## config.mk

```make
export PLATFORM = sky130hd
export DESIGN_NAME = cpu_instruction_subset_execute_top_flat
export DESIGN_NICKNAME = d
export VERILOG_FILES = /design/src/rtl/core/cis_pkg.sv /design/src/rtl/core/cis_req_if.sv /design/src/rtl/core/cis_rsp_if.sv /design/src/rtl/core/cis_exec.sv /design/src/rtl/core/cpu_instruction_subset_execute_top.sv /design/src/flat_wrapper.sv
export SDC_FILE = /design/constraint.sdc
export NUM_CORES = 1
export LEC_CHECK = 0
export BUFFER_PORTS_ARGS = -buffer_cell sky130_fd_sc_hd__buf_2
export CORE_UTILIZATION = 60
export DETAILED_ROUTE_END_ITERATION = 8
export PLACE_DENSITY = 0.83
export SYNTH_ARGS = -nofsm -noshare
export SYNTH_HDL_FRONTEND = slang
export SYNTH_HIERARCHICAL = 1
export SYNTH_SLANG_ARGS = --single-unit
```

## constraint.sdc

```tcl
create_clock -name clock -period 4.7 [get_ports clock]
set_input_delay 0.47 -clock clock [delete_from_list [all_inputs] [get_ports clock]]
set_output_delay 0.47 -clock clock [all_outputs]
set_load 0.02 [all_outputs]
```

## src/rtl/core/cis_pkg.sv

```systemverilog
`default_nettype none

package cis_pkg;

   // Command codes of the decoded instruction subset.
   localparam logic [4:0] CMD_LDA_IMM = 5'd0;
   localparam logic [4:0] CMD_LDX_IMM = 5'd1;
   localparam logic [4:0] CMD_LDA_ABS = 5'd2;
   localparam logic [4:0] CMD_LDX_ABS = 5'd3;
   localparam logic [4:0] CMD_LDY_ABS = 5'd4;
   localparam logic [4:0] CMD_STA_ABS = 5'd5;
   localparam logic [4:0] CMD_STX_ABS = 5'd6;
   localparam logic [4:0] CMD_STY_ABS = 5'd7;
   localparam logic [4:0] CMD_TAX     = 5'd8;
   localparam logic [4:0] CMD_TAY     = 5'd9;
   localparam logic [4:0] CMD_TXA     = 5'd10;
   localparam logic [4:0] CMD_TYA     = 5'd11;
   localparam logic [4:0] CMD_TSX     = 5'd12;
   localparam logic [4:0] CMD_TXS     = 5'd13;
   localparam logic [4:0] CMD_INX     = 5'd14;
   localparam logic [4:0] CMD_INY     = 5'd15;
   localparam logic [4:0] CMD_BIT_ABS = 5'd16;
   localparam logic [4:0] CMD_JMP_ABS = 5'd17;
   localparam logic [4:0] CMD_BPL     = 5'd18;
   localparam logic [4:0] CMD_SEI     = 5'd19;
   localparam logic [4:0] CMD_CLD     = 5'd20;

   // Status flag masks, bit order N V - B D I Z C.
   localparam logic [7:0] FLAG_N        = 8'h80;
   localparam logic [7:0] FLAG_V        = 8'h40;
   localparam logic [7:0] FLAG_D        = 8'h08;
   localparam logic [7:0] FLAG_I        = 8'h04;
   localparam logic [7:0] FLAG_Z        = 8'h02;
   localparam logic [7:0] BIT_COPY_MASK = 8'hc0;
   localparam logic [7:0] HIGH_ONES     = 8'hff;

   // Cycle counts.
   localparam logic [2:0] CYC_SHORT = 3'd2;
   localparam logic [2:0] CYC_MID   = 3'd3;
   localparam logic [2:0] CYC_LONG  = 3'd4;

   // Architectural register file.
   typedef struct packed {
      logic [15:0] pc;
      logic [7:0]  a;
      logic [7:0]  x;
      logic [7:0]  y;
      logic [7:0]  s;
      logic [7:0]  p;
   } cis_state_type;

   // One decoded instruction.
   typedef struct packed {
      logic [4:0]  command;
      logic [15:0] operand;
      logic [7:0]  read_data;
   } cis_req_type;

   // One execution result.
   typedef struct packed {
      logic [15:0] next_pc;
      logic        write_enable;
      logic [15:0] write_address;
      logic [7:0]  write_data;
      logic [2:0]  cycle_count;
      logic [7:0]  a_value;
      logic [7:0]  x_value;
      logic [7:0]  y_value;
      logic [7:0]  status_value;
      logic [7:0]  stack_value;
   } cis_rsp_type;

endpackage

`default_nettype wire

```

## src/rtl/core/cis_req_if.sv

```systemverilog
`default_nettype none

interface cis_req_if;
   logic        valid;
   logic        ready;
   logic [4:0]  command;
   logic [15:0] operand;
   logic [7:0]  read_data;

   modport source (output valid, output command, output operand, output read_data,
                   input ready);
   modport sink (input valid, input command, input operand, input read_data,
                 output ready);
endinterface

`default_nettype wire

```

## src/rtl/core/cis_rsp_if.sv

```systemverilog
`default_nettype none

interface cis_rsp_if;
   logic        valid;
   logic        ready;
   logic [15:0] next_pc;
   logic        write_enable;
   logic [15:0] write_address;
   logic [7:0]  write_data;
   logic [2:0]  cycle_count;
   logic [7:0]  a_value;
   logic [7:0]  x_value;
   logic [7:0]  y_value;
   logic [7:0]  status_value;
   logic [7:0]  stack_value;

   modport source (output valid, output next_pc, output write_enable,
                   output write_address, output write_data, output cycle_count,
                   output a_value, output x_value, output y_value,
                   output status_value, output stack_value, input ready);
   modport sink (input valid, input next_pc, input write_enable,
                 input write_address, input write_data, input cycle_count,
                 input a_value, input x_value, input y_value,
                 input status_value, input stack_value, output ready);
endinterface

`default_nettype wire

```

## src/rtl/core/cis_exec.sv

```systemverilog
`default_nettype none

module cis_exec (
   input  wire cis_pkg::cis_state_type state,
   input  wire cis_pkg::cis_req_type   item,
   output cis_pkg::cis_state_type state_next,
   output cis_pkg::cis_rsp_type   result
);
   import cis_pkg::*;

   logic [7:0]  imm;
   logic [15:0] seq_pc;
   logic [15:0] branch_pc;

   // Immediate byte and branch target arithmetic.
   assign imm       = item.operand[7:0];
   assign seq_pc    = state.pc + 16'd2;
   assign branch_pc = seq_pc + {(imm[7] ? HIGH_ONES : 8'h00), imm};

   // Instruction decode and register update.
   always_comb begin
      cis_state_type st;
      logic [15:0]   npc;
      logic [2:0]    cyc;
      logic          we;
      logic [15:0]   waddr;
      logic [7:0]    wdata;
      logic [7:0]    nz_val;
      logic          nz_upd;

      st     = state;
      npc    = state.pc + 16'd1;
      cyc    = CYC_SHORT;
      we     = 1'b0;
      waddr  = 16'd0;
      wdata  = 8'd0;
      nz_val = 8'd0;
      nz_upd = 1'b0;

      case (item.command)
         CMD_LDA_IMM: begin
            st.a = imm; nz_val = imm; nz_upd = 1'b1; npc = seq_pc;
         end
         CMD_LDX_IMM: begin
            st.x = imm; nz_val = imm; nz_upd = 1'b1; npc = seq_pc;
         end
         CMD_LDA_ABS: begin
            st.a = item.read_data; nz_val = item.read_data; nz_upd = 1'b1;
            npc = state.pc + 16'd3; cyc = CYC_LONG;
         end
         CMD_LDX_ABS: begin
            st.x = item.read_data; nz_val = item.read_data; nz_upd = 1'b1;
            npc = state.pc + 16'd3; cyc = CYC_LONG;
         end
         CMD_LDY_ABS: begin
            st.y = item.read_data; nz_val = item.read_data; nz_upd = 1'b1;
            npc = state.pc + 16'd3; cyc = CYC_LONG;
         end
         CMD_STA_ABS: begin
            we = 1'b1; waddr = item.operand; wdata = state.a;
            npc = state.pc + 16'd3; cyc = CYC_LONG;
         end
         CMD_STX_ABS: begin
            we = 1'b1; waddr = item.operand; wdata = state.x;
            npc = state.pc + 16'd3; cyc = CYC_LONG;
         end
         CMD_STY_ABS: begin
            we = 1'b1; waddr = item.operand; wdata = state.y;
            npc = state.pc + 16'd3; cyc = CYC_LONG;
         end
         CMD_TAX: begin
            st.x = state.a; nz_val = state.a; nz_upd = 1'b1;
         end
         CMD_TAY: begin
            st.y = state.a; nz_val = state.a; nz_upd = 1'b1;
         end
         CMD_TXA: begin
            st.a = state.x; nz_val = state.x; nz_upd = 1'b1;
         end
         CMD_TYA: begin
            st.a = state.y; nz_val = state.y; nz_upd = 1'b1;
         end
         CMD_TSX: begin
            st.x = state.s; nz_val = state.s; nz_upd = 1'b1;
         end
         CMD_TXS: begin
            st.s = state.x;
         end
         CMD_INX: begin
            st.x = state.x + 8'd1; nz_val = st.x; nz_upd = 1'b1;
         end
         CMD_INY: begin
            st.y = state.y + 8'd1; nz_val = st.y; nz_upd = 1'b1;
         end
         CMD_BIT_ABS: begin
            st.p = (state.p & ~(FLAG_N | FLAG_V | FLAG_Z))
                   | (item.read_data & BIT_COPY_MASK)
                   | (((state.a & item.read_data) == 8'd0) ? FLAG_Z : 8'd0);
            npc = state.pc + 16'd3; cyc = CYC_LONG;
         end
         CMD_JMP_ABS: begin
            npc = item.operand; cyc = CYC_MID;
         end
         CMD_BPL: begin
            npc = seq_pc;
            if ((state.p & FLAG_N) == 8'd0) begin
               npc = branch_pc;
               cyc = (branch_pc[15:8] != seq_pc[15:8]) ? CYC_LONG : CYC_MID;
            end
         end
         CMD_SEI: begin
            st.p = state.p | FLAG_I;
         end
         CMD_CLD: begin
            st.p = state.p & ~FLAG_D;
         end
         default: begin
         end
      endcase

      // Loads, transfers other than TXS and increments refresh N and Z.
      if (nz_upd) begin
         st.p = (st.p & ~(FLAG_N | FLAG_Z))
                | (nz_val[7] ? FLAG_N : 8'd0)
                | ((nz_val == 8'd0) ? FLAG_Z : 8'd0);
      end

      st.pc = npc;
      state_next           = st;
      result.next_pc       = npc;
      result.write_enable  = we;
      result.write_address = waddr;
      result.write_data    = wdata;
      result.cycle_count   = cyc;
      result.a_value       = st.a;
      result.x_value       = st.x;
      result.y_value       = st.y;
      result.status_value  = st.p;
      result.stack_value   = st.s;
   end

endmodule

`default_nettype wire

```

## src/rtl/core/cpu_instruction_subset_execute_top.sv

```systemverilog
`default_nettype none

// Channel   Direction  Transfer when          Payload
// req_bus   in         valid && ready         command, operand, read_data
// rsp_bus   out        valid && ready         next_pc, write fields, cycle_count, registers
//
// On its req transfer each instruction is loaded into the input register, where
// the execute logic computes its result; when the stage advances, the result
// register is loaded and offers it on rsp. One instruction is accepted every
// cycle while rsp is taken.
// Synchronous reset clears PC, A, X, Y, S and P and empties both registers.
// A stalled result holds the result register; one more item may wait in the
// input register behind it before req ready drops.

module cpu_instruction_subset_execute_top (
   input  wire logic clock,
   input  wire logic reset,
   cis_req_if.sink   req_bus,
   cis_rsp_if.source rsp_bus
);
   import cis_pkg::*;

   logic          in_valid_ff;
   logic          in_valid_in;
   cis_req_type   in_item_ff;
   cis_state_type state_ff;
   cis_state_type state_in;
   logic          out_valid_ff;
   logic          out_valid_in;
   cis_rsp_type   out_item_ff;
   cis_rsp_type   exec_result;
   logic          advance;
   logic          req_take;

   // Execute logic between the input and result registers.
   cis_exec u_exec (
      .state      (state_ff),
      .item       (in_item_ff),
      .state_next (state_in),
      .result     (exec_result)
   );

   // Stage advance and handshake.
   assign advance       = !out_valid_ff || rsp_bus.ready;
   assign req_bus.ready = !in_valid_ff || advance;
   assign req_take      = req_bus.valid && req_bus.ready;

   always_comb begin
      in_valid_in  = in_valid_ff;
      out_valid_in = out_valid_ff;
      if (advance) begin
         out_valid_in = in_valid_ff;
         in_valid_in  = 1'b0;
      end
      if (req_take) begin
         in_valid_in = 1'b1;
      end
   end

   // Control and architectural state.
   always_ff @(posedge clock) begin
      if (reset) begin
         in_valid_ff  <= 1'b0;
         out_valid_ff <= 1'b0;
         state_ff     <= '0;
      end else begin
         in_valid_ff  <= in_valid_in;
         out_valid_ff <= out_valid_in;
         if (advance && in_valid_ff) begin
            state_ff <= state_in;
         end
      end
   end

   // Payload registers.
   always_ff @(posedge clock) begin
      if (req_take) begin
         in_item_ff.command   <= req_bus.command;
         in_item_ff.operand   <= req_bus.operand;
         in_item_ff.read_data <= req_bus.read_data;
      end
      if (advance && in_valid_ff) begin
         out_item_ff <= exec_result;
      end
   end

   // Result channel.
   assign rsp_bus.valid         = out_valid_ff;
   assign rsp_bus.next_pc       = out_item_ff.next_pc;
   assign rsp_bus.write_enable  = out_item_ff.write_enable;
   assign rsp_bus.write_address = out_item_ff.write_address;
   assign rsp_bus.write_data    = out_item_ff.write_data;
   assign rsp_bus.cycle_count   = out_item_ff.cycle_count;
   assign rsp_bus.a_value       = out_item_ff.a_value;
   assign rsp_bus.x_value       = out_item_ff.x_value;
   assign rsp_bus.y_value       = out_item_ff.y_value;
   assign rsp_bus.status_value  = out_item_ff.status_value;
   assign rsp_bus.stack_value   = out_item_ff.stack_value;

endmodule

`default_nettype wire

```

## src/flat_wrapper.sv

```systemverilog
// flat-port wrapper written by rule: the top's interface ports become plain ports
module cpu_instruction_subset_execute_top_flat import cis_pkg::*;
  (clock, reset, req_bus_valid, req_bus_command, req_bus_operand, req_bus_read_data, req_bus_ready, rsp_bus_valid, rsp_bus_next_pc, rsp_bus_write_enable, rsp_bus_write_address, rsp_bus_write_data, rsp_bus_cycle_count, rsp_bus_a_value, rsp_bus_x_value, rsp_bus_y_value, rsp_bus_status_value, rsp_bus_stack_value, rsp_bus_ready);
  cis_req_if req_bus_i ();
  cis_rsp_if rsp_bus_i ();
  input  wire logic clock;
  input  wire logic reset;
  input wire logic [$bits(req_bus_i.valid)-1:0] req_bus_valid;
  input wire logic [$bits(req_bus_i.command)-1:0] req_bus_command;
  input wire logic [$bits(req_bus_i.operand)-1:0] req_bus_operand;
  input wire logic [$bits(req_bus_i.read_data)-1:0] req_bus_read_data;
  output wire logic [$bits(req_bus_i.ready)-1:0] req_bus_ready;
  output wire logic [$bits(rsp_bus_i.valid)-1:0] rsp_bus_valid;
  output wire logic [$bits(rsp_bus_i.next_pc)-1:0] rsp_bus_next_pc;
  output wire logic [$bits(rsp_bus_i.write_enable)-1:0] rsp_bus_write_enable;
  output wire logic [$bits(rsp_bus_i.write_address)-1:0] rsp_bus_write_address;
  output wire logic [$bits(rsp_bus_i.write_data)-1:0] rsp_bus_write_data;
  output wire logic [$bits(rsp_bus_i.cycle_count)-1:0] rsp_bus_cycle_count;
  output wire logic [$bits(rsp_bus_i.a_value)-1:0] rsp_bus_a_value;
  output wire logic [$bits(rsp_bus_i.x_value)-1:0] rsp_bus_x_value;
  output wire logic [$bits(rsp_bus_i.y_value)-1:0] rsp_bus_y_value;
  output wire logic [$bits(rsp_bus_i.status_value)-1:0] rsp_bus_status_value;
  output wire logic [$bits(rsp_bus_i.stack_value)-1:0] rsp_bus_stack_value;
  input wire logic [$bits(rsp_bus_i.ready)-1:0] rsp_bus_ready;
  assign req_bus_i.valid = req_bus_valid;
  assign req_bus_i.command = req_bus_command;
  assign req_bus_i.operand = req_bus_operand;
  assign req_bus_i.read_data = req_bus_read_data;
  assign req_bus_ready = req_bus_i.ready;
  assign rsp_bus_valid = rsp_bus_i.valid;
  assign rsp_bus_next_pc = rsp_bus_i.next_pc;
  assign rsp_bus_write_enable = rsp_bus_i.write_enable;
  assign rsp_bus_write_address = rsp_bus_i.write_address;
  assign rsp_bus_write_data = rsp_bus_i.write_data;
  assign rsp_bus_cycle_count = rsp_bus_i.cycle_count;
  assign rsp_bus_a_value = rsp_bus_i.a_value;
  assign rsp_bus_x_value = rsp_bus_i.x_value;
  assign rsp_bus_y_value = rsp_bus_i.y_value;
  assign rsp_bus_status_value = rsp_bus_i.status_value;
  assign rsp_bus_stack_value = rsp_bus_i.stack_value;
  assign rsp_bus_i.ready = rsp_bus_ready;
  cpu_instruction_subset_execute_top u_core (.clock(clock), .reset(reset), .req_bus(req_bus_i), .rsp_bus(rsp_bus_i));
endmodule
```

# Word level (Yosys, flattened, before mapping)
# Cells that the tools add are included.
[totals] ram_bits=0 latchBits=0 n_memories=0 rom_bits=0 wordCells=91 out_inout_bits=86 register_bits=171 input_bits=33
[classes] div=0 n_mul=0 add_sub_neg=6 eq_ne=21 n_lt_le_gt_ge=0 n_shift=0 n_mux=21 n_reduce_logical=17 bitwise=5
[op_table] cell="8-bit one-hot mux with 3 select lines" count=3
[op_table] cell="16-bit one-hot mux with 4 select lines" count=1
[op_table] cell="8-bit one-hot mux with 8 select lines" count=1
[op_table] cell="5-bit by 4-bit equality test with 1-bit output, second input constant" count=8
[op_table] cell="8-bit one-hot mux with 5 select lines" count=1
[op_table] cell="16-bit by 2-bit adder with 16-bit output, second input constant" count=2
[op_table] cell="8-bit 2-to-1 mux" count=4
[op_table] cell="8-bit one-hot mux with 4 select lines" count=1
[op_table] cell="5-bit equality test, second input constant" count=5
[op_table] cell="8-bit logical NOT" count=3
[op_table] cell="5-bit by 3-bit equality test with 1-bit output, second input constant" count=4
[op_table] cell="16-bit by 1-bit adder with 16-bit output, second input constant" count=1
[op_table] cell="16-bit adder" count=1
[op_table] cell="8-bit by 1-bit adder with 8-bit output, second input constant" count=2
[op_table] cell="16-bit 2-to-1 mux" count=1
[op_table] cell="8-bit by 2-bit bitwise OR with 8-bit output" count=2
[op_table] cell="12-bit OR reduction" count=1
[op_table] cell="5-bit by 2-bit equality test with 1-bit output, second input constant" count=2
[op_table] cell="3-bit one-hot mux with 3 select lines" count=1
[op_table] cell="8-bit AND" count=1
[op_table] cell="8-bit != test" count=1
[op_table] cell="6-bit by 8-bit bitwise OR with 8-bit output" count=1
[op_table] cell="7-bit by 8-bit bitwise OR with 8-bit output" count=1
[op_table] cell="7-bit OR reduction" count=1
[op_table] cell="11 further kinds" count=21

# Longest topological paths before layout
# Gate-level depths: netlist of the first run.
[logic_depth] depth_word=8 depth_mapped=18 depth_no_buf=15

# Cells and area by module
# Netlist of the first run, hierarchy kept.
[by_module_without_submodules] mod="cpu_instruction_subset_execute_top" n_inst=1 cells_per_inst=366 seq_area_each_um2=4554.4 area_each_um2=5993.2
[by_module_without_submodules] mod="cis_exec" n_inst=1 cells_per_inst=623 seq_area_each_um2=0.0 area_each_um2=4255.3

# Worst setup path before layout of the first run
# No wires, ideal clock.
[synth_timing] path_type="flip-flop to flip-flop" start="reg u_core/state_ff[41] in the netlist's numbering" end="reg u_core.out_item_ff, in the netlist u_core/rsp_bus.cycle_count[2], data pin" stages_incl_launch_ff=12 setup_slack_ns=1.261 arrival_time_ns=3.178 required_ns=4.439 setup_time_ns=0.261 synth_period_minus_slack_ns=3.439 path_buffers=0 path_cell_list="dfxtp_1 > ha_1 > nand3_1 > xnor2_1 > ha_1 > a221o_1 > and3_1 > o21ai_2 > mux2_2 > o221ai_1 > nand4b_4 > o32a_1"
[synth_lines] item="start, declared" line_no="cpu_instruction_subset_execute_top.sv:26" source="cis_state_type state_ff;"
[synth_lines] item="start signal, assigned" line_no="cpu_instruction_subset_execute_top.sv:70" source="state_ff <= state_in;"
[synth_lines] item="end signal, assigned" line_no="cpu_instruction_subset_execute_top.sv:83" source="out_item_ff <= exec_result;"
[synth_lines] item="end, declared" line_no="cpu_instruction_subset_execute_top.sv:30" source="cis_rsp_type out_item_ff;"

==> metrics.md, run 1 <==
| Metric | Value |
|---|---|
| Status | `completed` |
| Int Pwr | `roughly 2600 uW` |
| Leak | `around 0.0042 uW` |
| Inserted Diodes | `0` |
| Fmax | `roughly 250 MHz` |
| Ports | `approximately 120` |
| Worst slew margin | `between 10% and 20%` |
| Overall Power | `around 3500 uW` |
| Full die area | `around 18000 sq um` |
| Critical path class | `reg -> reg` |
| Count of different cell masters after synthesis | `77` |
| Placed Instances | `1228` |
| Initial core utilization | `~60%` |
| # H-tree levels | `4` |
| Detailed Place HPWL | `19.0 mm` |
| CTS hold repair buffers | `0` |
| Non-filler cells, final | `approximately 1300` |
| Placement Rows | `47` |
| CP Launch Type | `flop` |
| Max incr delay on CP | `~0.63 ns` |
| Design Area, Final | `roughly 11000 sq um` |
| Die Y | `around 130 um` |
| Syn_area_per_cell | `10.4 sq um` |
| Avg WL per Cell | `about 22 um` |
| Post-layout minimum cycle time | `between 3 and 4 ns` |
| Number of synthesized flops with an enable pin | `about 110` |
| Fin Clk Skew | `approximately 0.0068 ns` |
| Hold Path Class | `in -> reg` |
| Detail-routed via count per cell | `~6.3` |
| Largest net degree at the start of global routing | `115` |
| Net Sw Power | `882 uW` |
| DRT Pass-1 Iters | `7` |
| Remaining DRCs | `0` |
| CP Cell Sequence | `nand3_2 > o31ai_1 > nand2_2 > ha_1 > o211ai_1 > or3b_1 > o221ai_1 > nor4_2 > xor2_1 > nand4b_4 > o32a_1` |
| CP arrival | `around 4.2 ns` |
| Synthesized instance count | `989` |
| Worst Path Buf+Inv | `0` |
| Layout cells sized above 1 | `between 10% and 20%` |
| Dominant cell type by area after synthesis | `edfxtp_1` |
| CP startpoint | `u_core/state_ff[43]` |
| Detail Route Antenna Nets | `0` |
| Combinational Power Share | `10.3%` |
| Die Wd | `approximately 130 um` |
| Clk_lat worst skew | `roughly 0.42 ns` |
| Final wirelength | `roughly 27 mm` |
| Post-synth top area share | `33.1%` |
| Clock Power Share | `between 40% and 50%` |
| First-pass GRT wire length | `about 42 mm` |
| Hold_sp | `req_bus_read_data[2]` |
| Synth async-reset ratio | `0%` |
| Count of max-cap constraint violations | `0` |
| Worst IR Drop VDD | `roughly 300 uV` |
| CP max FO | `13` |
| FF-to-FF path depth | `11` |
| Cell Pwr Density | `314 nW/um^2` |
| Vias in the first global route | `roughly 7400` |
| Worst Max-Slew Pin Slew | `1.26 ns` |
| Top cell family by delay on the critical path | `compound AO/OA/AOI/OAI gates` |
| Clock Sinks | `approximately 170` |
| Setup TNS | `0 ns` |
| PortBufs | `between 100 and 150` |
| CTS buffer count | `17` |
| Seq pwr share | `slightly below 50%` |
| Crit path required time | `a little under 5 ns` |
| Syn_nets | `1044` |
| Root Driver | `clkbuf_16` |
| Placed cell area | `10500 sq um` |
| Post-CTS sizing | `0` |
| Max clock buf depth | `2` |
| Core area | `16600 sq um` |
| Grt total ovfl | `0` |
| Yosys reg bits | `between 150 and 200` |
| Final net count | `1082` |
| Final slew viol count | `0` |
| R2R setup slack | `roughly 0.71 ns` |
| Most area-consuming cells after synthesis | `edfxtp_1, dfxtp_1, nand2b_1, mux2i_1, buf_4` |
| Util after Layout | `between 60% and 70%` |
| FF-to-FF End | `u_core/rsp_bus.cycle_count[2]` |
| Fin. Hold Viols | `0` |
| Worst Hold End | `u_core/in_item_ff[2]` |
| DRT iter0 DRCs | `between 1000 and 1500` |
| RSZ-0062 raised after global routing | `false` |
| R2r startpoint | `u_core/state_ff[43]` |
| Tot GR Track Use | `roughly a third` |
| Register area share after synthesis | `between 40% and 50%` |
| Final cycle utilization of the critical path | `about 85%` |
| CP max-delay cell | `dfxtp_1` |
| Filler cells | `between 1000 and 1500` |
| Top FF cell, synth | `edfxtp_1` |
| Post-CTS setup buffers | `0` |
| CP endpoint kind | `flop` |
| WHS Path Cells | `1` |
| Routed vias | `7941` |
| Ys Warns | `6` |
| Sw Ratio | `about a quarter` |
| Placer Congestion | `between 0.9 and 1` |
| TritonCTS clock tree | `yes` |
| Clock-pin transition on the worst setup and hold timing paths | `around 0.07 ns` |
| Initial antenna violation count | `0` |
| Mapped cell area | `just over 10000 sq um` |
| Final setup viols | `0` |
| Area growth syn-to-layout | `8.19%` |
==> how the worst max path moves through the flow <==
stage | end | slack (ns) | cells past startpoint
floorplan | u_core/rsp_bus.cycle_count[2] | 1.26 | 11
global placement | u_core/rsp_bus.cycle_count[2] | 0.93 | 11
detailed placement | u_core/rsp_bus.cycle_count[2] | 0.80 | 11
CTS | u_core/rsp_bus.cycle_count[2] | 0.76 | 11
global route | u_core/rsp_bus.cycle_count[2] | 0.46 | 11
finish | u_core/rsp_bus.cycle_count[2] | 0.71 | 11
==> power groups by stage <==
stage	sequential (uW)	combinational, uW	clock, uW
final	1720	358	1410
after global routing	1720	383	1480
after CTS	1720	353	1430
after detailed placement	1750	349	0
after global placement	1750	345	0
after floorplan	1760	245	0
==> per-stage QoR <==
stage	hold WS, ns	worst slack, ns
2_1_floorplan	0.445	1.26
3_3_place_gp	0.441	0.926
3_5_place_dp	0.452	0.798
4_1_cts	0.202	0.761
5_1_grt	0.207	0.457
6_report	0.218	0.706
==> area by class of cell <==
class | instances | area [sq um] | area share (%)
clock inverter | 12 | 139 | 1.25
timing repair buffer | 128 | 678 | 6.12
inverter | 14 | 52.6 | 0.474
clock buffer | 20 | 447 | 4.03
tap | 220 | 275 | 2.48
sequential | 171 | 4550 | 41.1
multi-input combinational | 695 | 4940 | 44.6
==> registers in the layout, indices dropped and copies added, names as in the netlist, 16 cells and up <==
signal / cells
u_core/state_ff: 56
u_core/in_item_ff: 29
u_core/rsp_bus.next_pc: 16
u_core/rsp_bus.write_address: 16
==> layout by cell type, fill, tap and decap left out, drive strengths merged, types with 9 or more instances in the layout <==
master	count
xor2	27
buf	128
a221oi	9
nand2b	118
ha	20
xnor2	26
mux2	11
dfxtp	58
edfxtp	113
nand3	28
nand2	64
a221o	11
nand4	9
mux2i	67
and2	16
inv	18
nor3	19
a222oi	14
clkbuf	20
a21oi	38
nor2	65
o21ai	27
a22oi	28
and3	10
==> synthesized netlist by cell type, types with 3 or more instances <==
| master | n |
|---|---|
| ha_1 | 20 |
| xnor2_1 | 23 |
| a21o_1 | 8 |
| a22oi_1 | 28 |
| a221oi_1 | 9 |
| buf_4 | 63 |
| mux2i_1 | 67 |
| nor4_1 | 5 |
| o211ai_1 | 8 |
| edfxtp_1 | 113 |
| o21ai_0 | 24 |
| a21oi_1 | 38 |
| or2_2 | 6 |
| o21a_1 | 5 |
| a222oi_1 | 14 |
| nor2b_1 | 4 |
| nor2_1 | 64 |
| a221o_1 | 11 |
| xor2_1 | 27 |
| nand4_1 | 8 |
| nand3_1 | 24 |
| buf_8 | 4 |
| clkbuf_1 | 29 |
| buf_2 | 10 |
| dfxtp_1 | 58 |
| and2_1 | 15 |
| mux2_2 | 11 |
| nand3b_1 | 4 |
| o221ai_1 | 3 |
| nor3_1 | 18 |
| and3_1 | 9 |
| inv_1 | 13 |
| nand2_1 | 63 |
| or3_1 | 8 |
| nand2b_1 | 118 |
| o31ai_1 | 4 |
==> routing by layer <==
metal  track usage (%)  up-vias  wire (um)
met2              46.1      465      11700
li1                  -     3611          -
met1              46.2     3823      12300
met3              7.78       42       2840
met4              8.11        0        374
met5                 0        -          0
==> cells by family after synthesis <==
family                   after synthesis  share of synthesized area, %
multiplexers                          78                          7.75
flip-flops                           171                          44.4
buffers and inverters                123                          7.52
XOR/XNOR                              56                          5.54
AND/OR/NAND/NOR                      368                          20.0
AO/OA/AOI/OAI                        171                          11.9
adder cells (fa/ha/maj)               22                          2.83
(Power assumes the default switching activity.)
==> inputs of run 2 (changes only) <==
--- a/config.mk
+++ b/config.mk
@@ -5,6 +5,7 @@
 export SDC_FILE = /design/constraint.sdc
 export NUM_CORES = 1
 export LEC_CHECK = 0
+export ABC_AREA = 1
 export BUFFER_PORTS_ARGS = -buffer_cell sky130_fd_sc_hd__buf_2
 export CORE_UTILIZATION = 60
 export DETAILED_ROUTE_END_ITERATION = 8
==> constraint.sdc (replaced) <==
create_clock -name clock -period 4 [get_ports clock]
set_input_delay 0.4 -clock clock [delete_from_list [all_inputs] [get_ports clock]]
set_output_delay 0.4 -clock clock [all_outputs]
set_load 0.02 [all_outputs]
==> run 2 against run 1 <==
Compared with the run above: non-clock buffer count is 3 lower; fmax is 7.2% higher; synthesized cell count is 36% higher; sequential share of layout area is 0.78 points lower; area after synthesis is 2.0% higher; worst hold slack worse by 0.080 ns; setup slack worse by 0.43 ns; largest cell class is now sequential cells.
==> metrics.md, run 2 <==
| Metric | Value |
|---|---|
| Status | `completed` |
| CP arrival | `4.05 ns (-0.11 ns)` |
| CTS buffer count | `17 (unchanged)` |
| Design Area, Final | `11300 sq um (+2.0%)` |
| Area of the multi-input gates | `4450 sq um (-9.9%)` |
| Combinational Power Share | `17.0% (+6.7 points)` |
| Post-synth top area share | `32.5% (-0.65 points)` |
| Root Driver | `clkbuf_16` |
| Post-CTS setup buffers | `0 (unchanged)` |
| Count of different cell masters after synthesis | `45 (-42%)` |
| Critical path class | `reg -> reg` |
| Core area | `16800 sq um (+1.1%)` |
| Util after Layout | `67.3% (+0.63 points)` |
| Detail Route Antenna Nets | `0 (unchanged)` |
| CP endpoint kind | `flop` |
| Final slew viol count | `0 (unchanged)` |
| Count of max-cap constraint violations | `0 (unchanged)` |
| Hold slack | `0.138 ns (-0.0802 ns)` |
| PortBufs | `118 (unchanged)` |
| Remaining DRCs | `0 (unchanged)` |
| CP Cell Sequence | `inv_1 > nand2_2 > nor2_2 > nand2_2 > nand3_1 > nor3_2 > inv_1 > fa_1 > nand3_1 > nor2_2 > inv_1 > nor3_1 > nand3_1 > o21ai_0 > o2111ai_1 > inv_1 > nand3_1 > nand2_1 > nor2_1` |
| Commonest non-fill, non-tap cell in the layout | `nand2_1` |
| Ys Warns | `6 (unchanged)` |
| Detail-routed via count per cell | `5.98 (-5.1%)` |
| Overall Power | `4490 uW (+29%)` |
| CP Launch Type | `flop` |
| FF-to-FF path depth | `19 (+8)` |
| Routed vias | `9732 (+23%)` |
| Commonest cells in the netlist | `nand2_1, inv_1, nor2_1, nand3_1, edfxtp_1` |
| Die Y | `134 um (+0.98%)` |
| Detailed Place HPWL | `23.6 mm (+24%)` |
| Met3 wire len | `3.77 mm (+33%)` |
| Cell Pwr Density | `397 nW/um^2 (+26%)` |
| Initial core utilization | `62.1% (+0.57 points)` |
| Full die area | `18000 sq um (+2.0%)` |
| CP max FO | `6 (-7)` |
| DRT iter0 DRCs | `1279 (+10%)` |
| WHS Path Cells | `1 (unchanged)` |
| Initial antenna violation count | `0 (unchanged)` |
| Fmax | `268 MHz (+7.2%)` |
| Worst IR Drop VDD | `400 uV (+35%)` |
| Layout cells sized above 1 | `14.8% (-4.6 points)` |
| Ports | `119 (unchanged)` |
| First-pass GRT wire length | `48.6 mm (+16%)` |
| Placed cell area | `10700 sq um (+2.2%)` |
| Largest Register | `u_core/state_ff` |
| TritonCTS clock tree | `yes` |
| # H-tree levels | `4 (unchanged)` |
| Area growth syn-to-layout | `8.21% (about the same)` |
| Syn_area_per_cell | `7.77 sq um (-25%)` |
| Register area share after synthesis | `43.6% (-0.87 points)` |
| Clock Sinks | `171 (unchanged)` |
| RSZ-0062 raised after global routing | `false` |
| Register area | `4560 sq um (about the same)` |
| Grt total ovfl | `0 (unchanged)` |
| Hold Path Class | `in -> reg` |
| Syn_nets | `1401 (+34%)` |
| Placer Congestion | `1.04 (+6.9%)` |
| Biggest regs | `u_core/state_ff (56), u_core/in_item_ff (29)` |
| Met2 WL | `13.1 mm (+13%)` |
| Most frequent cells in the layout | `nand2_1, inv_1, nor2_1` |
| Synthesized instance count | `1346 (+36%)` |
| Worst Path Buf+Inv | `4 (+4)` |
| Most frequent cell after synthesis | `nand2_1` |
| Die Wd | `134 um (+0.98%)` |
| Top layer in use | `met4` |
| Final setup viols | `0 (unchanged)` |
| WP depth | `19 (+8)` |
| WL met1 | `13.9 mm (+13%)` |
| Fin. Hold Viols | `0 (unchanged)` |
| Post-layout minimum cycle time | `3.73 ns (-0.267 ns)` |
| Avg WL per Cell | `19.5 um (-9.6%)` |
| Largest net degree at the start of global routing | `114 (-0.87%)` |
| Max incr delay on CP | `0.44 ns (-0.19 ns)` |
| Sw Ratio | `30.6% (+5.2 points)` |
| DRT Pass-1 Iters | `6 (-1)` |
| Yosys reg bits | `171 (unchanged)` |
| Max reg flops | `56 (unchanged)` |
| Filler cells | `1442 (+12%)` |
| Clock-pin transition on the worst setup and hold timing paths | `0.07 ns (about the same)` |
| Synth async-reset ratio | `0% (unchanged)` |
| Vias in the first global route | `8547 (+16%)` |
| Crit path required time | `4.32 ns (-0.55 ns)` |
| Leak | `0.00505 uW (+19%)` |
| Seq pwr share | `46.9% (-2.4 points)` |
| Mapped cell area | `10500 sq um (+2.0%)` |
| Clock Power Share | `36.1% (-4.3 points)` |
| Clk_lat worst skew | `0.43 ns (about the same)` |
| Inserted Diodes | `0 (unchanged)` |
| Placement Rows | `47 (unchanged)` |
| Int Pwr | `3110 uW (+20%)` |
| Max clock buf depth | `2 (unchanged)` |
| Setup TNS | `0 ns (unchanged)` |
| Fin Clk Skew | `0.0104 ns (+0.00369 ns)` |
| Net Sw Power | `1370 uW (+55%)` |
| Number of synthesized flops with an enable pin | `113 (unchanged)` |
| Worst slew margin | `23.5% (+8.4 points)` |
| Final net count | `1450 (+34%)` |
| Dominant cell type by area after synthesis | `edfxtp_1` |
| Top FF cell, synth | `edfxtp_1` |
| Top cell family by delay on the critical path | `simple AND/OR/NAND/NOR gates` |
| Tot GR Track Use | `36.2% (+4.9 points)` |
| Most area-consuming cells after synthesis | `edfxtp_1, dfxtp_1, nand2_1, inv_1, nand3_1` |
| Final cycle utilization of the critical path | `93.2% (+8.2 points)` |
| Worst Max-Slew Pin Slew | `1.15 ns (-0.116 ns)` |
| Final wirelength | `31.7 mm (+17%)` |
| CP max-delay cell | `edfxtp_1` |
[run 2: cell type report]
type	count	area share (%)
Inverter	218	7.23
Sequential cell	171	40.3
Multi-Input combinational cell	862	39.4
Tap cell	220	2.43
Clock buffer	18	3.79
Clock inverter	14	1.17
Timing Repair Buffer	125	5.69
[run 2: timing repair]
| action | 4_1_cts | 5_1_grt |
|---|---|---|
| hold buffers | 0 | 0 |
| endpoints found under the setup margin | 0 | 11 |
| gates resized for setup | 0 | 5 |
[run 2: final timing paths]
kind	from	endpoint	slack [ns]
hold reg to reg	u_core/state_ff[4]	u_core/rsp_bus.status_value[4]	0.46
hold / removal	req_bus_operand[3]	u_core/in_item_ff[11]	0.14
setup / recovery	u_core/in_item_ff[24]	u_core/state_ff[54]	0.27
setup reg to reg	u_core/in_item_ff[24]	u_core/state_ff[54]	0.27
[run 2: cells by family after synthesis]
family,synth area share (%)
adders and majority gates,2.78
and+or+nand+nor,25.3
AOI/OAI and AO/OA,12.1
xor gates and xnor gates,2.09
buffers and inverters,14.1
DFF,43.6
[run 2: stage by stage]
stage / worst slack (ns) / cells
2_1_floorplan: 0.547 / 1346
3_3_place_gp: 0.227 / 1596
3_5_place_dp: 0.160 / 1596
4_1_cts: 0.121 / 1628
5_1_grt: 0.00129 / 1628
6_report: 0.274 / 1628
[run 2: layer usage]
layer  GRT usage [%]  vias to the layer above
met1            54.6                     4487
met5               0                        -
met2            50.6                      672
li1                -                     4492
met3            8.24                       81
met4            12.6                        0
[run 2: power groups by stage]
stage / clock (uW) / sequential [uW] / combinational, uW
floorplan: 0 / 2160 / 554
global placement: 0 / 2130 / 724
detailed placement: 0 / 2140 / 739
CTS: 1630 / 2100 / 745
global route: 1690 / 2110 / 841
finish: 1620 / 2100 / 763
==> inputs of run 3 (changes only) <==
--- a/config.mk
+++ b/config.mk
@@ -7,10 +7,10 @@
 export LEC_CHECK = 0
 export ABC_AREA = 1
 export BUFFER_PORTS_ARGS = -buffer_cell sky130_fd_sc_hd__buf_2
-export CORE_UTILIZATION = 60
+export CORE_UTILIZATION = 59
 export DETAILED_ROUTE_END_ITERATION = 8
-export PLACE_DENSITY = 0.83
+export PLACE_DENSITY = 0.82
+export SLEW_MARGIN = 20
 export SYNTH_ARGS = -nofsm -noshare
 export SYNTH_HDL_FRONTEND = slang
-export SYNTH_HIERARCHICAL = 1
 export SYNTH_SLANG_ARGS = --single-unit
==> run 3 against run 2 <==
Compared with the run above: largest power group unchanged; cell area down 2.0%; clock skew up 0.0031 ns; clock power increased by 7%; highest routed layer unchanged; final cell count decreased by 0.86%.
==> metrics.md, run 3 <==
| Metric | Value |
|---|---|
| Clock-pin transition on the worst setup and hold timing paths | `0.07 ns (about the same)` |
| Crit path top cell by count | `nor2_1` |
| WHS Path Cells | `1 (unchanged)` |
| Post-synth top area share | `34.1% (+1.6 points)` |
| Max reg flops | `53 (-5.4%)` |
| DRT Pass-1 Iters | `6 (unchanged)` |
| Area growth syn-to-layout | `14.4%` |
| WP depth | `16 (-3)` |
| Inserted Diodes | `0 (unchanged)` |
| Critical path class | `reg -> reg` |
| Fmax | `276 MHz (+3.0%)` |
| Ports | `119 (unchanged)` |
| Util after Layout | `69.5% (+2.3 points)` |
| Worst Path Buf+Inv | `4 (unchanged)` |
| CP Launch Type | `flop` |
| Sw Ratio | `32.0% (+1.4 points)` |
| Dominant cell type by area after synthesis | `edfxtp_1` |
| Initial core utilization | `60.8% (-1.4 points)` |
| Crit path required time | `4.20 ns (-0.12 ns)` |
| FF-to-FF path depth | `16 (-3)` |
| CP max FO | `11 (+5)` |
| Clock Sinks | `165 (-3.5%)` |
| Filler cells | `1337 (-7.3%)` |
| Routed vias | `9396 (-3.5%)` |
| Placement Rows | `46 (-2.1%)` |
| Detail-routed via count per cell | `5.82 (-2.6%)` |
| Cell Pwr Density | `407 nW/um^2 (+2.7%)` |
| Combinational Power Share | `16.5% (-0.5 points)` |
| Commonest cells in the netlist | `nand2_1, inv_1, nor2_1, edfxtp_1, nand3_1` |
| Most area-consuming cells after synthesis | `edfxtp_1, nand2_1, dfxtp_1, inv_1, nand3_1` |
| CP arrival | `3.82 ns (-0.23 ns)` |
| Detail Route Antenna Nets | `0 (unchanged)` |
| Area of the multi-input gates | `4340 sq um (-2.7%)` |
| PortBufs | `115 (-2.5%)` |
| Int Pwr | `3070 uW (-1.4%)` |
| Max clock buf depth | `2 (unchanged)` |
| CTS hold repair buffers | `0 (unchanged)` |
| Vias in the first global route | `8623 (+0.89%)` |
| Core area | `15900 sq um (-5.2%)` |
| Placer Congestion | `1.05 (+0.71%)` |
| Commonest non-fill, non-tap cell in the layout | `nand2_1` |
| CTS buffer count | `17 (unchanged)` |
| Register area share after synthesis | `45.5% (+1.9 points)` |
| Status | `completed` |
| Max incr delay on CP | `0.55 ns (+0.11 ns)` |
| Top cell family by delay on the critical path | `simple AND/OR/NAND/NOR gates` |
| # H-tree levels | `4 (unchanged)` |
| Hold slack | `0.131 ns (-0.00683 ns)` |
| Worst Max-Slew Pin Slew | `0.799 ns (-0.349 ns)` |
| Count of max-cap constraint violations | `0 (unchanged)` |
| Count of different cell masters after synthesis | `45 (unchanged)` |
| Post-CTS sizing | `0 (unchanged)` |
| First-pass GRT wire length | `47.5 mm (-2.3%)` |
| Syn_area_per_cell | `7.60 sq um (-2.1%)` |
| Register area | `4400 sq um (-3.4%)` |
| CP Cell Sequence | `nor2_1 > buf_4 > nand2_1 > nor2_1 > nor3_1 > inv_1 > ha_1 > a21oi_1 > nor2_1 > nand3_1 > nor2_1 > inv_1 > o21ai_0 > nand3_1 > nand2_1 > inv_1` |
| Yosys reg bits | `165 (-3.5%)` |
| Die Wd | `130 um (-2.9%)` |
| RSZ-0062 raised after global routing | `false` |
| Remaining DRCs | `0 (unchanged)` |
| Final wirelength | `31.3 mm (-1.3%)` |
| Setup TNS | `0 ns (unchanged)` |
| Net Sw Power | `1440 uW (+5.2%)` |
| Most frequent cell after synthesis | `nand2_1` |
| Post-CTS setup buffers | `0 (unchanged)` |
| Seq pwr share | `45.1% (-1.8 points)` |
| Largest net degree at the start of global routing | `74 (-35%)` |
| Layout cells sized above 1 | `12.9% (-1.9 points)` |
| Avg WL per Cell | `19.4 um (-0.48%)` |
| Synthesized instance count | `1274 (-5.3%)` |
| Clk_lat worst skew | `0.44 ns (about the same)` |
| Worst slew margin | `46.4% (+23 points)` |
| Root Driver | `clkbuf_16` |
| Non-filler cells, final | `1614 (-0.86%)` |
| Hold Path Class | `in -> reg` |
| Overall Power | `4510 uW (+0.62%)` |
| Grt total ovfl | `0 (unchanged)` |
| Placed Instances | `1582 (-0.88%)` |
| Detailed Place HPWL | `23.9 mm (+1.0%)` |
| DRT iter0 DRCs | `1121 (-12%)` |
| Clock Power Share | `38.4% (+2.3 points)` |
| Final net count | `1443 (-0.48%)` |
| Number of synthesized flops with an enable pin | `110 (-2.7%)` |
| Final slew viol count | `0 (unchanged)` |
| Final setup viols | `0 (unchanged)` |
| Final cycle utilization of the critical path | `90.5% (-2.7 points)` |
| Worst IR Drop VDD | `314 uV (-22%)` |
| Post-layout minimum cycle time | `3.62 ns (-0.107 ns)` |
| CP max-delay cell | `nor2_1` |
| Tot GR Track Use | `37.9% (+1.6 points)` |
| Full die area | `16900 sq um (-5.7%)` |
| Fin Clk Skew | `0.0136 ns (+0.00311 ns)` |
| Fin. Hold Viols | `0 (unchanged)` |
| Ys Warns | `0 (-6)` |
| Largest Register | `u_core.state_ff` |
| Initial antenna violation count | `0 (unchanged)` |
| CP endpoint kind | `flop` |
| Most frequent cells in the layout | `nand2_1, inv_1, nor2_1` |
| Die Y | `130 um (-2.9%)` |
| Leak | `0.00528 uW (+4.5%)` |
| Synth async-reset ratio | `0% (unchanged)` |
| Top FF cell, synth | `edfxtp_1` |
| TritonCTS clock tree | `yes` |
| Biggest regs | `u_core.state_ff (53), u_core.in_item_ff (29)` |
| Mapped cell area | `9690 sq um (-7.3%)` |
==> run 3: changes by cell type after synthesis, sizes merged, moves of 6 or more <==
cell | previous run | this run
buf | 92 | 12
o21ai | 39 | 92
a21oi | 93 | 70
clkbuf | 3 | 21
nor3 | 22 | 12
o211ai | 8 | 14
o22ai | 17 | 11
nand3 | 121 | 110
nand4 | 9 | 18
==> run 3: layer usage <==
metal	up-vias	global-route usage, %	wire length (um)	share of wire (%)
met3	89	8.32	3240	10
li1	4458	-	-	-
met4	0	16.6	1200	3.8
met5	-	0	0	0
met2	568	59.2	14100	45
met1	4281	50.5	12800	41
==> run 3: logic make-up after synthesis <==
group | count (synthesis) | synth area share (%)
flip-flops | 165 | 45.5
adder cells (fa/ha/maj) | 25 | 3.38
XOR/XNOR | 18 | 1.63
AND/OR/NAND/NOR | 587 | 25.7
buffers and inverters | 248 | 9.88
other | 1 | 0.0387
AO/OA/AOI/OAI | 230 | 13.9
==> run 3: worst paths after layout <==
path / endpoint / slack (ns) / from
worst min-delay path: u_core.in_item_ff[0] / 0.13 / req_bus_read_data[0]
worst max-delay path: u_core.rsp_bus.next_pc[15] / 0.38 / u_core.in_item_ff[27]
worst max register to register: u_core.rsp_bus.next_pc[15] / 0.38 / u_core.in_item_ff[27]
worst min register to register: u_core.state_ff[3] / 0.45 / u_core.state_ff[3]
==> run 3: power groups by stage <==
stage / clock [uW] / sequential, uW / combinational, uW
6_report: 1730 / 2030 / 745
5_1_grt: 1810 / 2040 / 821
4_1_cts: 1740 / 2030 / 732
3_5_place_dp: 0 / 2070 / 725
3_3_place_gp: 0 / 2060 / 714
2_1_floorplan: 0 / 2100 / 450
==> run 3: cell type report <==
type	count	share of cell area, %
multi-input cells	863	39.1
repair buffers	123	5.74
clock buffers	17	3.84
flip-flops and latches	165	39.7
inverters	215	7.31
well taps	216	2.44
clock inverters	15	1.81
==> run 3: stage by stage <==
| stage | setup slack (ns) | instance area [sq um] |
|---|---|---|
| after floorplan | 0.240 | 9690 |
| after global placement | 0.506 | 10500 |
| after detailed placement | 0.486 | 10500 |
| after CTS | 0.463 | 11100 |
| after global routing | 0.0643 | 11100 |
| final | 0.381 | 11100 |
